File: config.mk
export PLATFORM = sky130hd
export DESIGN_NAME = phased_pulse_pattern_generator
export DESIGN_NICKNAME = d
export VERILOG_FILES = /design/src/rtl/core/pppg_pkg.sv /design/src/rtl/core/phased_pulse_pattern_generator.sv /design/src/rtl/core/pppg_ram.sv /design/src/rtl/core/pppg_csub.sv
export SDC_FILE = /design/constraint.sdc
export NUM_CORES = 2
export LEC_CHECK = 0
export BUFFER_PORTS_ARGS = -buffer_cell sky130_fd_sc_hd__buf_4
export CAP_MARGIN = 10
export CORE_MARGIN = 1
export CORE_UTILIZATION = 32
export CTS_BUF_LIST = sky130_fd_sc_hd__clkbuf_2 sky130_fd_sc_hd__clkbuf_4 sky130_fd_sc_hd__clkbuf_8
export CTS_CLUSTER_DIAMETER = 80
export DETAILED_ROUTE_END_ITERATION = 8
export SLEW_MARGIN = 20
export SYNTH_ARGS = -nofsm -noshare
export SYNTH_HDL_FRONTEND = slang
export SYNTH_SLANG_ARGS = --single-unit
File: constraint.sdc
create_clock -name clk -period 5.2 [get_ports clk]
set_input_delay 1.04 -clock clk [delete_from_list [all_inputs] [get_ports clk]]
set_output_delay 1.04 -clock clk [all_outputs]
set_load 0.1 [all_outputs]
File: src/rtl/core/pppg_pkg.sv
`default_nettype none

package pppg_pkg;

    localparam int PERIOD_TICKS_DEF = 100;
    localparam int SAMPLE_SLOTS     = 1024;

    localparam int MASK_W     = 16;
    localparam int TICK_IN_W  = 7;
    localparam int FRAC_W     = 16;
    localparam int SAMPLE_W   = 10;
    localparam int CDUTY_W    = 6;
    localparam int GOFF_W     = 7;
    localparam int MSAMP_W    = 11;
    localparam int CFG_IDX_W  = 3;
    localparam int CFG_DATA_W = 16;

    // calib + shift + group offset, all 7 bit
    localparam int SUM_W      = 9;

    // Q1.15 duty rounding
    localparam int FRAC_SHIFT = 15;
    localparam int ROUND_HALF = 16384;

    localparam logic OP_ADD = 1'b0;
    localparam logic OP_GEN = 1'b1;

    typedef enum logic [CFG_IDX_W-1:0] {
        CFG_COMMON_DUTY    = 3'd0,
        CFG_USE_OWN_DUTY   = 3'd1,
        CFG_GROUP_OFFSET   = 3'd2,
        CFG_EXTRA_MASK     = 3'd3,
        CFG_OUTPUTS_EN     = 3'd4,
        CFG_MARKER_EN      = 3'd5,
        CFG_MARKER_SAMPLES = 3'd6
    } cfg_idx_t;

endpackage

`default_nettype wire

File: src/rtl/core/phased_pulse_pattern_generator.sv
// Add request: in_ready stays low after acceptance for 9 modulo steps through the shared
// compare/subtract unit, start, end, read-modify-write of both edge RAMs; if duty is zero,
// it returns to idle after start. Marker adds and adds while outputs are disabled stay idle.
// Generate request: the first pair is read in S_GEN_RD and registered in S_GEN, then one pair
// per cycle while out_ready is high, PERIOD_TICKS/2 rounded up pairs, set by the single read port
// of each edge RAM. Reset restores configuration defaults and marks every edge RAM row empty.
`default_nettype none

module phased_pulse_pattern_generator #(
    parameter int PERIOD_TICKS = pppg_pkg::PERIOD_TICKS_DEF
) (
    input  wire logic                              clk,
    input  wire logic                              rst_n,

    input  wire logic                              cfg_write,
    input  wire logic [pppg_pkg::CFG_IDX_W-1:0]    cfg_index,
    input  wire logic [pppg_pkg::CFG_DATA_W-1:0]   cfg_data,

    input  wire logic                              in_valid,
    output logic                                   in_ready,
    input  wire logic                              operation,
    input  wire logic [pppg_pkg::MASK_W-1:0]       pin_mask,
    input  wire logic [pppg_pkg::TICK_IN_W-1:0]    calib_ticks,
    input  wire logic [pppg_pkg::TICK_IN_W-1:0]    shift_ticks,
    input  wire logic [pppg_pkg::FRAC_W-1:0]       duty_fraction,
    input  wire logic                              is_marker,
    input  wire logic [pppg_pkg::SAMPLE_W-1:0]     sample_index,

    output logic                                   out_valid,
    input  wire logic                              out_ready,
    output logic      [pppg_pkg::MASK_W-1:0]       word_even,
    output logic      [pppg_pkg::MASK_W-1:0]       word_odd,
    output logic                                   last
);

    import pppg_pkg::*;

    localparam int TW         = $clog2(PERIOD_TICKS);
    localparam int PW         = $clog2(PERIOD_TICKS + 1);
    localparam int HALF       = PERIOD_TICKS / 2;
    localparam int ROWS       = (PERIOD_TICKS + 1) / 2;
    localparam int RW         = $clog2(ROWS);
    localparam int CW         = SUM_W + PW;
    localparam int KW         = $clog2(SUM_W);
    localparam int MUL_W      = FRAC_W + PW + 1;
    localparam int ROW_W      = 2 * MASK_W;
    localparam bit ODD_PERIOD = (PERIOD_TICKS % 2) == 1;

    typedef enum logic [2:0] {
        S_IDLE,
        S_MOD,
        S_START,
        S_END,
        S_WRITE,
        S_GEN_RD,
        S_GEN
    } state_t;

    state_t              state_reg, state_next;
    logic [KW-1:0]       k_reg, k_next;
    logic [SUM_W-1:0]    rem_reg, rem_next;
    logic [TW-1:0]       start_reg, start_next;
    logic [TW-1:0]       end_reg, end_next;
    logic [PW-1:0]       duty_reg, duty_next;
    logic [MASK_W-1:0]   pin_reg, pin_next;
    logic [FRAC_W-1:0]   frac_reg, frac_next;
    logic [RW-1:0]       row_reg, row_next;
    logic [MASK_W-1:0]   level_reg, level_next;
    logic [MASK_W-1:0]   init_level_reg, init_level_next;
    logic [ROWS-1:0]     rise_vld_reg, rise_vld_next;
    logic [ROWS-1:0]     fall_vld_reg, fall_vld_next;

    logic [CDUTY_W-1:0]  common_duty_reg, common_duty_next;
    logic                use_own_reg, use_own_next;
    logic [GOFF_W-1:0]   group_off_reg, group_off_next;
    logic [MASK_W-1:0]   extra_mask_reg, extra_mask_next;
    logic                out_en_reg, out_en_next;
    logic                marker_en_reg, marker_en_next;
    logic [MSAMP_W-1:0]  marker_samples_reg, marker_samples_next;

    logic                out_valid_reg, out_valid_next;
    logic [MASK_W-1:0]   word_even_reg, word_even_next;
    logic [MASK_W-1:0]   word_odd_reg, word_odd_next;
    logic                last_reg, last_next;

    logic [CW-1:0]       cs_a, cs_b, cs_diff;
    logic                cs_ge;

    logic                rise_we, fall_we, rd_re;
    logic [RW-1:0]       rise_waddr, fall_waddr, rise_raddr, fall_raddr;
    logic [ROW_W-1:0]    rise_wdata, fall_wdata, rise_rdata, fall_rdata;
    logic [ROW_W-1:0]    rise_row, fall_row;

    logic [MUL_W-1:0]    prod_w, own_raw, duty_sel;
    logic [MASK_W-1:0]   lvl_e, lvl_o;
    logic                gen_last, gen_load, in_fire, marker_hit;

    pppg_csub #(.W(CW)) u_csub (
        .a    (cs_a),
        .b    (cs_b),
        .ge   (cs_ge),
        .diff (cs_diff)
    );

    pppg_ram #(.WIDTH(ROW_W), .DEPTH(ROWS)) u_rise_ram (
        .clk   (clk),
        .we    (rise_we),
        .waddr (rise_waddr),
        .wdata (rise_wdata),
        .re    (rd_re),
        .raddr (rise_raddr),
        .rdata (rise_rdata)
    );

    pppg_ram #(.WIDTH(ROW_W), .DEPTH(ROWS)) u_fall_ram (
        .clk   (clk),
        .we    (fall_we),
        .waddr (fall_waddr),
        .wdata (fall_wdata),
        .re    (rd_re),
        .raddr (fall_raddr),
        .rdata (fall_rdata)
    );

    assign in_ready  = (state_reg == S_IDLE);
    assign in_fire   = in_valid && in_ready;
    assign out_valid = out_valid_reg;
    assign word_even = word_even_reg;
    assign word_odd  = word_odd_reg;
    assign last      = last_reg;

    // duty in ticks, rounded half up and clamped to half a period
    always_comb
    begin
        prod_w   = MUL_W'(frac_reg) * MUL_W'(HALF) + MUL_W'(ROUND_HALF);
        own_raw  = prod_w >> FRAC_SHIFT;
        duty_sel = use_own_reg ? own_raw : MUL_W'(common_duty_reg);
        if (duty_sel > MUL_W'(HALF))
        begin
            duty_sel = MUL_W'(HALF);
        end
    end

    assign marker_hit = (MSAMP_W'(sample_index) < marker_samples_reg)
                        && (32'(sample_index) < 32'(SAMPLE_SLOTS));

    // one pair of ticks: rises first, then falls
    always_comb
    begin
        rise_row = rise_vld_reg[row_reg] ? rise_rdata : '0;
        fall_row = fall_vld_reg[row_reg] ? fall_rdata : '0;
        lvl_e    = (level_reg | rise_row[MASK_W-1:0]) & ~fall_row[MASK_W-1:0];
        lvl_o    = (lvl_e | rise_row[ROW_W-1:MASK_W]) & ~fall_row[ROW_W-1:MASK_W];
        gen_last = (row_reg == RW'(ROWS - 1));
        gen_load = (state_reg == S_GEN) && (!out_valid_reg || out_ready);
    end

    always_comb
    begin
        state_next          = state_reg;
        k_next              = k_reg;
        rem_next            = rem_reg;
        start_next          = start_reg;
        end_next            = end_reg;
        duty_next           = duty_reg;
        pin_next            = pin_reg;
        frac_next           = frac_reg;
        row_next            = row_reg;
        level_next          = level_reg;
        init_level_next     = init_level_reg;
        rise_vld_next       = rise_vld_reg;
        fall_vld_next       = fall_vld_reg;
        common_duty_next    = common_duty_reg;
        use_own_next        = use_own_reg;
        group_off_next      = group_off_reg;
        extra_mask_next     = extra_mask_reg;
        out_en_next         = out_en_reg;
        marker_en_next      = marker_en_reg;
        marker_samples_next = marker_samples_reg;
        out_valid_next      = out_valid_reg && !out_ready;
        word_even_next      = word_even_reg;
        word_odd_next       = word_odd_reg;
        last_next           = last_reg;

        cs_a       = '0;
        cs_b       = '0;
        rise_we    = 1'b0;
        fall_we    = 1'b0;
        rd_re      = 1'b0;
        rise_waddr = RW'(start_reg >> 1);
        fall_waddr = RW'(end_reg >> 1);
        rise_raddr = row_reg;
        fall_raddr = row_reg;
        rise_wdata = '0;
        fall_wdata = '0;

        if (cfg_write)
        begin
            unique case (cfg_idx_t'(cfg_index))
                CFG_COMMON_DUTY:    common_duty_next    = cfg_data[CDUTY_W-1:0];
                CFG_USE_OWN_DUTY:   use_own_next        = cfg_data[0];
                CFG_GROUP_OFFSET:   group_off_next      = cfg_data[GOFF_W-1:0];
                CFG_EXTRA_MASK:     extra_mask_next     = cfg_data[MASK_W-1:0];
                CFG_OUTPUTS_EN:     out_en_next         = cfg_data[0];
                CFG_MARKER_EN:      marker_en_next      = cfg_data[0];
                CFG_MARKER_SAMPLES: marker_samples_next = cfg_data[MSAMP_W-1:0];
                default: ;
            endcase
        end

        unique case (state_reg)
            S_IDLE:
            begin
                if (in_fire)
                begin
                    pin_next  = pin_mask;
                    frac_next = duty_fraction;
                    rem_next  = SUM_W'(calib_ticks) + SUM_W'(shift_ticks)
                                + SUM_W'(group_off_reg);
                    k_next    = KW'(SUM_W - 1);
                    if (operation == OP_GEN)
                    begin
                        state_next = S_GEN_RD;
                    end
                    else if (out_en_reg)
                    begin
                        if (is_marker && marker_en_reg)
                        begin
                            if (marker_hit)
                            begin
                                init_level_next = init_level_reg | pin_mask;
                            end
                        end
                        else
                        begin
                            state_next = S_MOD;
                        end
                    end
                end
            end

            // restoring reduction modulo the period, one shifted compare per cycle
            S_MOD:
            begin
                duty_next = PW'(duty_sel);
                cs_a      = CW'(rem_reg);
                cs_b      = CW'(PERIOD_TICKS) << k_reg;
                if (cs_ge)
                begin
                    rem_next = SUM_W'(cs_diff);
                end
                k_next = k_reg - KW'(1);
                if (k_reg == '0)
                begin
                    state_next = S_START;
                end
            end

            S_START:
            begin
                cs_a       = CW'(PERIOD_TICKS);
                cs_b       = CW'(rem_reg);
                start_next = (rem_reg == '0) ? '0 : TW'(cs_diff);
                state_next = (duty_reg == '0) ? S_IDLE : S_END;
            end

            S_END:
            begin
                cs_a       = CW'(start_reg) + CW'(duty_reg);
                cs_b       = CW'(PERIOD_TICKS);
                end_next   = cs_ge ? TW'(cs_diff) : TW'(cs_a);
                rd_re      = 1'b1;
                rise_raddr = RW'(start_reg >> 1);
                fall_raddr = RW'(end_next >> 1);
                state_next = S_WRITE;
            end

            // read-modify-write; an empty row reads as zero
            S_WRITE:
            begin
                rise_we    = 1'b1;
                fall_we    = 1'b1;
                rise_wdata = rise_vld_reg[rise_waddr] ? rise_rdata : '0;
                fall_wdata = fall_vld_reg[fall_waddr] ? fall_rdata : '0;
                if (start_reg[0])
                begin
                    rise_wdata[ROW_W-1:MASK_W] = rise_wdata[ROW_W-1:MASK_W] | pin_reg;
                end
                else
                begin
                    rise_wdata[MASK_W-1:0] = rise_wdata[MASK_W-1:0] | pin_reg;
                end
                if (end_reg[0])
                begin
                    fall_wdata[ROW_W-1:MASK_W] = fall_wdata[ROW_W-1:MASK_W] | pin_reg;
                end
                else
                begin
                    fall_wdata[MASK_W-1:0] = fall_wdata[MASK_W-1:0] | pin_reg;
                end
                rise_vld_next[rise_waddr] = 1'b1;
                fall_vld_next[fall_waddr] = 1'b1;
                // wrapped pulse starts the period high
                if (start_reg >= end_reg)
                begin
                    init_level_next = init_level_reg | pin_reg;
                end
                state_next = S_IDLE;
            end

            S_GEN_RD:
            begin
                rd_re      = 1'b1;
                rise_raddr = '0;
                fall_raddr = '0;
                row_next   = '0;
                level_next = init_level_reg;
                state_next = S_GEN;
            end

            S_GEN:
            begin
                if (gen_load)
                begin
                    out_valid_next = 1'b1;
                    word_even_next = lvl_e | extra_mask_reg;
                    word_odd_next  = (gen_last && ODD_PERIOD) ? '0 : (lvl_o | extra_mask_reg);
                    last_next      = gen_last;
                    level_next     = lvl_o;
                    if (gen_last)
                    begin
                        rise_vld_next   = '0;
                        fall_vld_next   = '0;
                        init_level_next = '0;
                        state_next      = S_IDLE;
                    end
                    else
                    begin
                        row_next   = row_reg + RW'(1);
                        rd_re      = 1'b1;
                        rise_raddr = row_reg + RW'(1);
                        fall_raddr = row_reg + RW'(1);
                    end
                end
            end

            default:
            begin
                state_next = S_IDLE;
            end
        endcase
    end

    always_ff @(posedge clk or negedge rst_n)
    begin
        if (!rst_n)
        begin
            state_reg          <= S_IDLE;
            k_reg              <= '0;
            rem_reg            <= '0;
            start_reg          <= '0;
            end_reg            <= '0;
            duty_reg           <= '0;
            pin_reg            <= '0;
            frac_reg           <= '0;
            row_reg            <= '0;
            level_reg          <= '0;
            init_level_reg     <= '0;
            rise_vld_reg       <= '0;
            fall_vld_reg       <= '0;
            common_duty_reg    <= '0;
            use_own_reg        <= 1'b0;
            group_off_reg      <= '0;
            extra_mask_reg     <= '0;
            out_en_reg         <= 1'b0;
            marker_en_reg      <= 1'b1;
            marker_samples_reg <= MSAMP_W'(40);
            out_valid_reg      <= 1'b0;
            word_even_reg      <= '0;
            word_odd_reg       <= '0;
            last_reg           <= 1'b0;
        end
        else
        begin
            state_reg          <= state_next;
            k_reg              <= k_next;
            rem_reg            <= rem_next;
            start_reg          <= start_next;
            end_reg            <= end_next;
            duty_reg           <= duty_next;
            pin_reg            <= pin_next;
            frac_reg           <= frac_next;
            row_reg            <= row_next;
            level_reg          <= level_next;
            init_level_reg     <= init_level_next;
            rise_vld_reg       <= rise_vld_next;
            fall_vld_reg       <= fall_vld_next;
            common_duty_reg    <= common_duty_next;
            use_own_reg        <= use_own_next;
            group_off_reg      <= group_off_next;
            extra_mask_reg     <= extra_mask_next;
            out_en_reg         <= out_en_next;
            marker_en_reg      <= marker_en_next;
            marker_samples_reg <= marker_samples_next;
            out_valid_reg      <= out_valid_next;
            word_even_reg      <= word_even_next;
            word_odd_reg       <= word_odd_next;
            last_reg           <= last_next;
        end
    end

    a_phase_reduced: assert property (@(posedge clk) disable iff (!rst_n)
        (state_reg == S_START) |-> (32'(rem_reg) < 32'(PERIOD_TICKS)))
        else $error("phase not reduced below the period");

    a_end_in_range: assert property (@(posedge clk) disable iff (!rst_n)
        (state_reg == S_WRITE) |-> (32'(end_reg) < 32'(PERIOD_TICKS)))
        else $error("end tick out of range");

    a_tables_cleared: assert property (@(posedge clk) disable iff (!rst_n)
        (gen_load && gen_last) |=>
        (rise_vld_reg == '0 && fall_vld_reg == '0 && init_level_reg == '0))
        else $error("edge tables not cleared after the period");

    a_add_no_result: assert property (@(posedge clk) disable iff (!rst_n)
        (in_fire && operation == OP_ADD) |=> !$rose(out_valid))
        else $error("add request produced a result");

endmodule

`default_nettype wire

File: src/rtl/core/pppg_ram.sv
`default_nettype none

module pppg_ram #(
    parameter int WIDTH = 32,
    parameter int DEPTH = 64
) (
    input  wire logic                     clk,
    input  wire logic                     we,
    input  wire logic [$clog2(DEPTH)-1:0] waddr,
    input  wire logic [WIDTH-1:0]         wdata,
    input  wire logic                     re,
    input  wire logic [$clog2(DEPTH)-1:0] raddr,
    output logic      [WIDTH-1:0]         rdata
);

    logic [WIDTH-1:0] mem [DEPTH];

    always_ff @(posedge clk)
    begin
        if (we)
        begin
            mem[waddr] <= wdata;
        end
        if (re)
        begin
            rdata <= mem[raddr];
        end
    end

endmodule

`default_nettype wire

File: src/rtl/core/pppg_csub.sv
`default_nettype none

// Shared compare/subtract unit: ge = (a >= b), diff = a - b
module pppg_csub #(
    parameter int W = 17
) (
    input  wire logic [W-1:0] a,
    input  wire logic [W-1:0] b,
    output logic              ge,
    output logic      [W-1:0] diff
);

    logic [W:0] wide;

    always_comb
    begin
        wide = {1'b0, a} - {1'b0, b};
        ge   = ~wide[W];
        diff = wide[W-1:0];
    end

endmodule

`default_nettype wire

Yosys cells after proc, flatten, opt, wreduce, memory -nomap -nowiden

Memories as Yosys holds them, arrays and structs flattened. A register that Yosys moved wholly into a read port is not among the register bits.
Index checks and enable logic that the tools add are counted.

Flip-flop bits (word level): 284
RAM bits: 3200
Bits of input ports: 82
Output and inout bits: 35
Word-level logic and storage cells: 188
Memories kept: 2

Add/subtract/negate cells: 7
$mul: 1
Magnitude comparators: 8
Equality and inequality tests: 25
Shift-type cells: 1
Mux-type cells: 70
Bitwise gates (word level): 16
Reduce and logical (&&, ||, !) cells: 34

Memories:

| memory         | depth | bits a word | rd ports | clocked after memory_dff | write ports | line           | source |
|---|---|---|---|---|---|---|---|
| u_fall_ram.mem | 50    | 32          | 1        | 1                        | 1           | pppg_ram.sv:16 | `logic [WIDTH-1:0] mem [DEPTH];` |
| u_rise_ram.mem | 50    | 32          | 1        | 1                        | 1           | pppg_ram.sv:16 |  |

Operators by type and width:

| operator                                                             | count |
|---|---|
| 16-bit two-way mux                                                   | 13 |
| 50-bit one-hot mux with 2 select lines                               | 2 |
| 32-bit two-way mux                                                   | 6 |
| 16-bit bitwise OR                                                    | 10 |
| 50-bit two-way mux                                                   | 2 |
| 50-bit bitwise OR                                                    | 2 |
| 16-bit one-hot mux with 3 select lines                               | 2 |
| 6-bit one-hot mux with 3 select lines                                | 2 |
| 16-bit AND                                                           | 2 |
| 16-bit inverter                                                      | 2 |
| 16-bit one-hot mux with 2 select lines                               | 1 |
| 9-bit one-hot mux with 3 select lines                                | 1 |
| 1-bit binary-select mux with 6-bit select                            | 4 |
| 22-bit by 15-bit adder with 23-bit output, second input constant     | 1 |
| 2-bit AND reduction                                                  | 11 |
| 6-bit by 7-bit < comparator with 1-bit output, second input constant | 3 |
| 16-bit by 5-bit multiplier with 21-bit output, second input constant | 1 |
| 3-bit two-way mux                                                    | 7 |
| 7-bit two-way mux                                                    | 3 |
| 3-bit == test, second input constant                                 | 6 |
| 9-bit two-way mux                                                    | 2 |
| 3-bit one-hot mux with 6 select lines                                | 1 |
| 9-bit one-hot mux with 2 select lines                                | 1 |
| 9-bit by 16-bit subtractor with 17-bit output                        | 1 |
| other kinds (38)                                                     | 76 |

Depth between registers and ports, before layout

Depth after elaboration: 9
Mapped depth: 24
Depth with buffers taken out: 19

Modules after synthesis

Synthesis repeated with hierarchy kept, for this count alone.

Cell total of the unflattened synthesis: 7393
Area, all modules: 142297.7 um2

By module, submodules not included:

| module                         | instances | cells an instance | area each (um2) | seq. area each (um2) |
|---|---|---|---|---|
| pppg_ram (u_rise_ram)          | 1         | 2733              | 62073.3         | 49007.0 |
| pppg_ram (u_fall_ram)          | 1         | 2725              | 61975.7         | 49007.0 |
| phased_pulse_pattern_generator | 1         | 1810              | 17406.7         | 7110.6 |
| pppg_csub                      | 1         | 125               | 842.1           | 0.0 |

Worst setup path before layout

Ideal clock, no wire load.

Path kind: reg-to-reg
Start point: reg state_reg[2]
End point: reg u_fall_ram.rdata[30], read port of u_fall_ram.mem, data pin
Library setup time: 255 ps
Arrival time: 4859 ps
Data required time: 4945 ps
Path slack: 86 ps
Cell stages (with the launch flop): 23
Path buffers: 8
Clock period less this slack: 5114 ps
Cells stage by stage: dfrtp_1 > clkbuf_1 > clkbuf_1 > clkbuf_1 > nor2_1 > clkbuf_1 > a22oi_1 > ha_1 > inv_1 > fa_1 > a211o_1 > a21o_1 > or2_0 > buf_2 > and4_1 > or3_1 > buf_4 > buf_4 > buf_2 > mux4_2 > nor4_1 > nor3_1 > and3_1

Word-level cells in the longest chain between the ends: 5
Elaborated cells between the ends (all ways): 15
Those cells by class: 1 x add/sub; 5 x eq/ne; 7 x mux; 2 x reduce/logical

Ends and longest elaborated chain:

| element                                                                                              | line                                  | source |
|---|---|---|
| from (decl)                                                                                          | phased_pulse_pattern_generator.sv:59  | `state_t state_reg, state_next;` |
| from (signal assigned)                                                                               | phased_pulse_pattern_generator.sv:385 | `state_reg <= state_next;` |
| 3-bit by 2-bit == test with 1-bit output or 3-bit by 1-bit == test with 1-bit output (tied branches) | phased_pulse_pattern_generator.sv:211 | `unique case (state_reg)` |
| 9-bit one-hot mux with 3 select lines or 16-bit one-hot mux with 3 select lines (tied branches)      | phased_pulse_pattern_generator.sv:211 |  |
| 9-bit by 16-bit subtractor with 17-bit output                                                        | pppg_csub.sv:17                       | `wide = {1'b0, a} - {1'b0, b};` |
| 7-bit two-way mux                                                                                    | phased_pulse_pattern_generator.sv:271 | `end_next = cs_ge ? TW'(cs_diff) : TW'(cs_a);` |
| 6-bit one-hot mux with 3 select lines                                                                | phased_pulse_pattern_generator.sv:211 |  |
| to (decl)                                                                                            | pppg_ram.sv:13                        | `output logic [WIDTH-1:0] rdata` |

Parallel ways exist; a longest one is shown, timed or not.
A chain may end at the register's enable or synchronous reset.

Worst setup path after layout

Start point: reg duty_reg[0]
End point: reg u_fall_ram.rdata[16], read port of u_fall_ram.mem, data pin

Word-level cells in the longest chain between the ends: 5

Ends and longest elaborated chain:

| element                                       | line                                  | source |
|---|---|---|
| from (decl)                                   | phased_pulse_pattern_generator.sv:64  | `logic [PW-1:0] duty_reg, duty_next;` |
| from (signal assigned)                        | phased_pulse_pattern_generator.sv:390 | `duty_reg <= duty_next;` |
| 7-bit by 7-bit adder with 8-bit output (*)    | phased_pulse_pattern_generator.sv:269 | `cs_a = CW'(start_reg) + CW'(duty_reg);` |
| 9-bit one-hot mux with 3 select lines         | phased_pulse_pattern_generator.sv:211 |  |
| 9-bit by 16-bit subtractor with 17-bit output | pppg_csub.sv:17                       |  |
| 7-bit two-way mux (*)                         | phased_pulse_pattern_generator.sv:271 |  |
| 6-bit one-hot mux with 3 select lines (*)     | phased_pulse_pattern_generator.sv:211 |  |

Mark *: on every way between the ends. The rest lies on a longest branch, timed or not.

==> results by group <==
Outcome
  – Outcome: finished, violations left
  – Violations in the final reports: negative setup slack

Clocking
  – TritonCTS clock tree: yes
  – Clock input transition at the sequential cells of the worst setup and hold paths: 0.06 ns
  – Clock latency of the later-clocked register in the worst-skew pair: 1.24 ns
  – Number of clock sinks: between 3k and 4k
  – Number of H-tree levels: 6
  – Worst-case clock buffer depth: 4
  – CTS Buf Count: between 500 and 600
  – Master cell of the clock root buffer: sky130_fd_sc_hd__clkbuf_8

Floorplanning
  – Number of placement rows: about 250
  – Horizontal extent of the die: 671 µm
  – Floorplan die area: between 400000 and 500000 µm²
  – Vertical die dimension: 671 µm
  – Boundary Pins: around 120
  – Placeable core region: 445000 µm²
  – Effective utilization at floorplan: approximately 32%

Layout
  – Share of final-layout standard cells stronger than drive strength 1: a little over a quarter
  – Area occupied by multi-input gates: 37800 µm²
  – Count of non-filler cells in the finished layout: 16.7k
  – Post-route cell area: 173000 µm²
  – NumNets Final: roughly 11k
  – Area growth from synthesis to layout: 21.1%
  – Most frequent standard cell in the layout excluding fill and tap cells: sky130_fd_sc_hd__edfxtp_1
  – Most frequent cells in the layout: 3264 x sky130_fd_sc_hd__edfxtp_1, 1810 x sky130_fd_sc_hd__nand2_1, 788 x sky130_fd_sc_hd__buf_4, 628 x sky130_fd_sc_hd__nand3_1, 612 x sky130_fd_sc_hd__clkbuf_8
  – Sequential cell area in the final layout: 105000 µm²
  – Registers with the most flip-flops: u_fall_ram.mem x1600, u_rise_ram.mem x1600
  – Layout filler cell count: approximately 41k

Detailed routing
  – Number of DRC markers after the initial detailed-route iteration: 10.1k
  – Drt pass-1 iters: 6
  – Number of antenna-violating nets in the routed design: 0
  – Number of DRC violations after detailed routing: 0
  – Detailed-route wire length per cell: 26.7 µm
  – Via/cell ratio: 5.36
  – Detailed-route wire length: 447000 µm
  – Detailed-route via count: about 90k

STA
  – Tightest Pin Transition: 1.15 ns
  – PnR worst setup slack: -0.120 ns
  – Worst hold margin: 0.0944 ns
  – Final worst clock skew: 0.169 ns
  – Normalized max-slew margin: 23.1%
  – Final-report hold violation count: 0
  – Setup TNS: -0.193 ns
  – Minimum clock period after layout: 5.32 ns
  – Slew Limit Fails: 0
  – Unrepaired setup endpoints after global routing: true
  – Count of final setup violators: 7
  – Fmax: 188 MHz
  – Fin crit share: 102%

Yosys
  – Warnings from Yosys: 0
  – Area of the mapped netlist: 143000 µm²
  – Register area share after synthesis: 73.5%
  – Number of distinct standard cells referenced by the synthesized netlist: 84
  – Async set or reset register ratio after synthesis: 8.00%
  – Post-Synthesis Mean Instance Area: around 15 µm²
  – Net count after synthesis: 9458
  – Post-synth top flop: sky130_fd_sc_hd__edfxtp_1
  – Number of flops mapped to enable cells by yosys: 3264
  – Synthesized netlist cell count: about 9.3k
  – Yosys reg bits: 3548

Setup path
  – Crit Path Class: reg -> reg
  – Startpoint types: flop
  – Required time worst endpoint: 6.16 ns
  – Critical path endpoint category: flop
  – Peak fanout along the critical path: 16
  – Critical register-to-register path endpoint: u_fall_ram.rdata[16]
  – Startpoint of the worst register-to-register path: duty_reg[0]
  – Worst-case reg-to-reg path depth: 21
  – Minimum setup slack among reg-to-reg paths: -0.12 ns
  – Worst path arrival time: around 6.3 ns

Power and ir drop
  – Peak ir drop on the vdd network: 467 µV
  – NetSw: about 47 mW
  – Power per unit of standard cell area: between 600 and 700 nW/µm²
  – Switching share of power: 40.0%
  – Static Leak: 60.1 nW
  – Share of total power in the clock network: 20.8%
  – Comb power frac: roughly 49%
  – Seq pwr share: 30.3%
  – Internal Power: 70.8 mW

Place
  – Placed Cells incl. Taps: 15.6k
  – Post-placement worst setup slack: -0.984 ns
  – Port-buffer cells: 116
  – Post-DP Area: 158000 µm²
  – Post-DP HPWL: 274000 µm
  – Global placement routability congestion: 0.925

Hold path
  – Worst Hold Path EP: extra_mask_reg[12]
  – Number of cells on the worst hold path: 2
  – Hold Crit Start: cfg_data[12]
  – Worst hold path type: in -> reg

GRT
  – Initial antenna violation count: 27
  – Global route overflow: 0
  – Global Route Usage Sum: approximately a fifth
  – Global-route wire length before repair: between 600000 and 700000 µm
  – Maximum number of pins on one net before global-route repair: 124
  – Vias in the first global route: roughly 90k

Flow run
  – Max-cap violation count: 0
-- per-layer routing --
| metal | part of all wire (%) | vias to the layer above | track usage, % | wire length (µm) |
|---|---|---|---|---|
| li1 | - | 38000 | - | - |
| met1 | 38 | 46100 | 23.7 | 168000 |
| met2 | 48 | 4640 | 31.5 | 214000 |
| met3 | 9.2 | 954 | 4.23 | 40900 |
| met4 | 5.3 | 2 | 9.22 | 23700 |
| met5 | 0.032 | - | 0 | 145 |
-- power groups by stage --
stage / Clock (mW) / Combinational [mW] / Sequential (mW)
after global routing: 26.2 / 60.8 / 35.8
after global placement: 0 / 51.2 / 36.2
after detailed placement: 0 / 51.7 / 36.2
final: 24.6 / 57.7 / 35.8
after CTS: 25.0 / 53.9 / 35.7
after floorplan: 0 / 27.9 / 36.2
-- cells in the mapped netlist (42+ instances only) --
library cell               count  area, µm²
sky130_fd_sc_hd__clkbuf_1    284       1070
sky130_fd_sc_hd__ha_1         97       1210
sky130_fd_sc_hd__buf_4        49        368
sky130_fd_sc_hd__a211oi_1    103        773
sky130_fd_sc_hd__mux2_2       54        608
sky130_fd_sc_hd__buf_2       149        746
sky130_fd_sc_hd__a31o_2       45        394
sky130_fd_sc_hd__and3_1       94        588
sky130_fd_sc_hd__nor2_1      202        758
sky130_fd_sc_hd__o211ai_1     42        315
sky130_fd_sc_hd__nand2_1    1827       6860
sky130_fd_sc_hd__o21a_1      108        811
sky130_fd_sc_hd__a32oi_1     101        885
sky130_fd_sc_hd__edfxtp_1   3264      98000
sky130_fd_sc_hd__inv_1        97        364
sky130_fd_sc_hd__mux2i_1     194       1940
sky130_fd_sc_hd__mux4_2      405       9120
sky130_fd_sc_hd__dfrtp_1     281       7030
sky130_fd_sc_hd__a21o_1       48        360
sky130_fd_sc_hd__a21oi_1     297       1490
sky130_fd_sc_hd__o21ai_0     140        701
sky130_fd_sc_hd__a22o_1       74        648
sky130_fd_sc_hd__buf_1        64        240
sky130_fd_sc_hd__a31oi_1     163       1020
sky130_fd_sc_hd__o22ai_1      69        432
sky130_fd_sc_hd__nand3_1     635       3180
-- area by class of cell --
type,instances,share of cell area [%]
clock buffers,809,5.72
diodes,11,0.0159
flip-flops and latches,3548,60.7
inverters,98,0.212
clock inverters,242,0.982
repair buffers,1044,6.22
well taps,5928,4.28
multi-input cells,5056,21.9
-- critical path, cell delays in order, from the launching register on --
cell and delay, ns:
sky130_fd_sc_hd__dfrtp_1 0.39, sky130_fd_sc_hd__ha_2 0.19, sky130_fd_sc_hd__fa_2 0.34, sky130_fd_sc_hd__a21o_1 0.18
sky130_fd_sc_hd__a311o_1 0.29, sky130_fd_sc_hd__a21oi_2 0.18, sky130_fd_sc_hd__xnor2_2 0.10, sky130_fd_sc_hd__o21ai_2 0.15
sky130_fd_sc_hd__a21oi_2 0.07, sky130_fd_sc_hd__ha_2 0.18, sky130_fd_sc_hd__a2111o_1 0.43, sky130_fd_sc_hd__o221a_4 0.29
sky130_fd_sc_hd__and4_4 0.19, sky130_fd_sc_hd__or3_4 0.45, sky130_fd_sc_hd__buf_12 0.20, sky130_fd_sc_hd__buf_16 0.16
sky130_fd_sc_hd__buf_12 0.16, sky130_fd_sc_hd__mux2i_1 0.12, sky130_fd_sc_hd__a32oi_2 0.22, sky130_fd_sc_hd__a31oi_4 0.16
sky130_fd_sc_hd__nor3_4 0.48, sky130_fd_sc_hd__a21o_1 0.18
-- cells by family after synthesis --
group                    after synthesis  synth area share, %
AND/OR/NAND/NOR                     2947                 8.80
AO/OA/AOI/OAI                       1313                 6.22
multiplexers                         653                 8.16
buffers and inverters                655                 2.03
adder cells (fa/ha/maj)              117                 1.13
XOR/XNOR                              26                0.159
flip-flops                          3548                 73.5
-- metrics by stage --
| step | utilization [%] | power, mW |
|---|---|---|
| 6_report | 38.9 | 118 |
| 5_1_grt | 38.9 | 123 |
| 4_1_cts | 38.4 | 115 |
| 3_5_place_dp | 35.5 | 87.9 |
| 3_3_place_gp | 35.5 | 87.3 |
| 2_1_floorplan | - | 64.1 |
-- worst max-delay path by stage --
stage / from / to / slack (ns) / cells past startpoint
after global placement: start_reg[0] / u_fall_ram.rdata[0] / -0.98 / 21
after floorplan: state_reg[2] / u_fall_ram.rdata[30] / 0.09 / 22
after global routing: duty_reg[0] / u_fall_ram.rdata[18] / -0.25 / 26
final: duty_reg[0] / u_fall_ram.rdata[16] / -0.12 / 21
after detailed placement: start_reg[0] / u_fall_ram.rdata[16] / -0.98 / 21
after CTS: duty_reg[0] / u_fall_ram.rdata[16] / -0.01 / 24
-- timing repair --
| item | CTS | global route |
|---|---|---|
| pin swaps | 35 | 96 |
| hold buffers | 18 | 0 |
| gates resized for setup | 123 | 273 |
| cloned | 8 | 14 |
| endpoints found under the setup margin | 32 | 32 |
| setup buffers | 29 | 57 |
| hold endpoints to repair | 58 | 0 |
No activity file was read; power rests on OpenSTA's default activity.
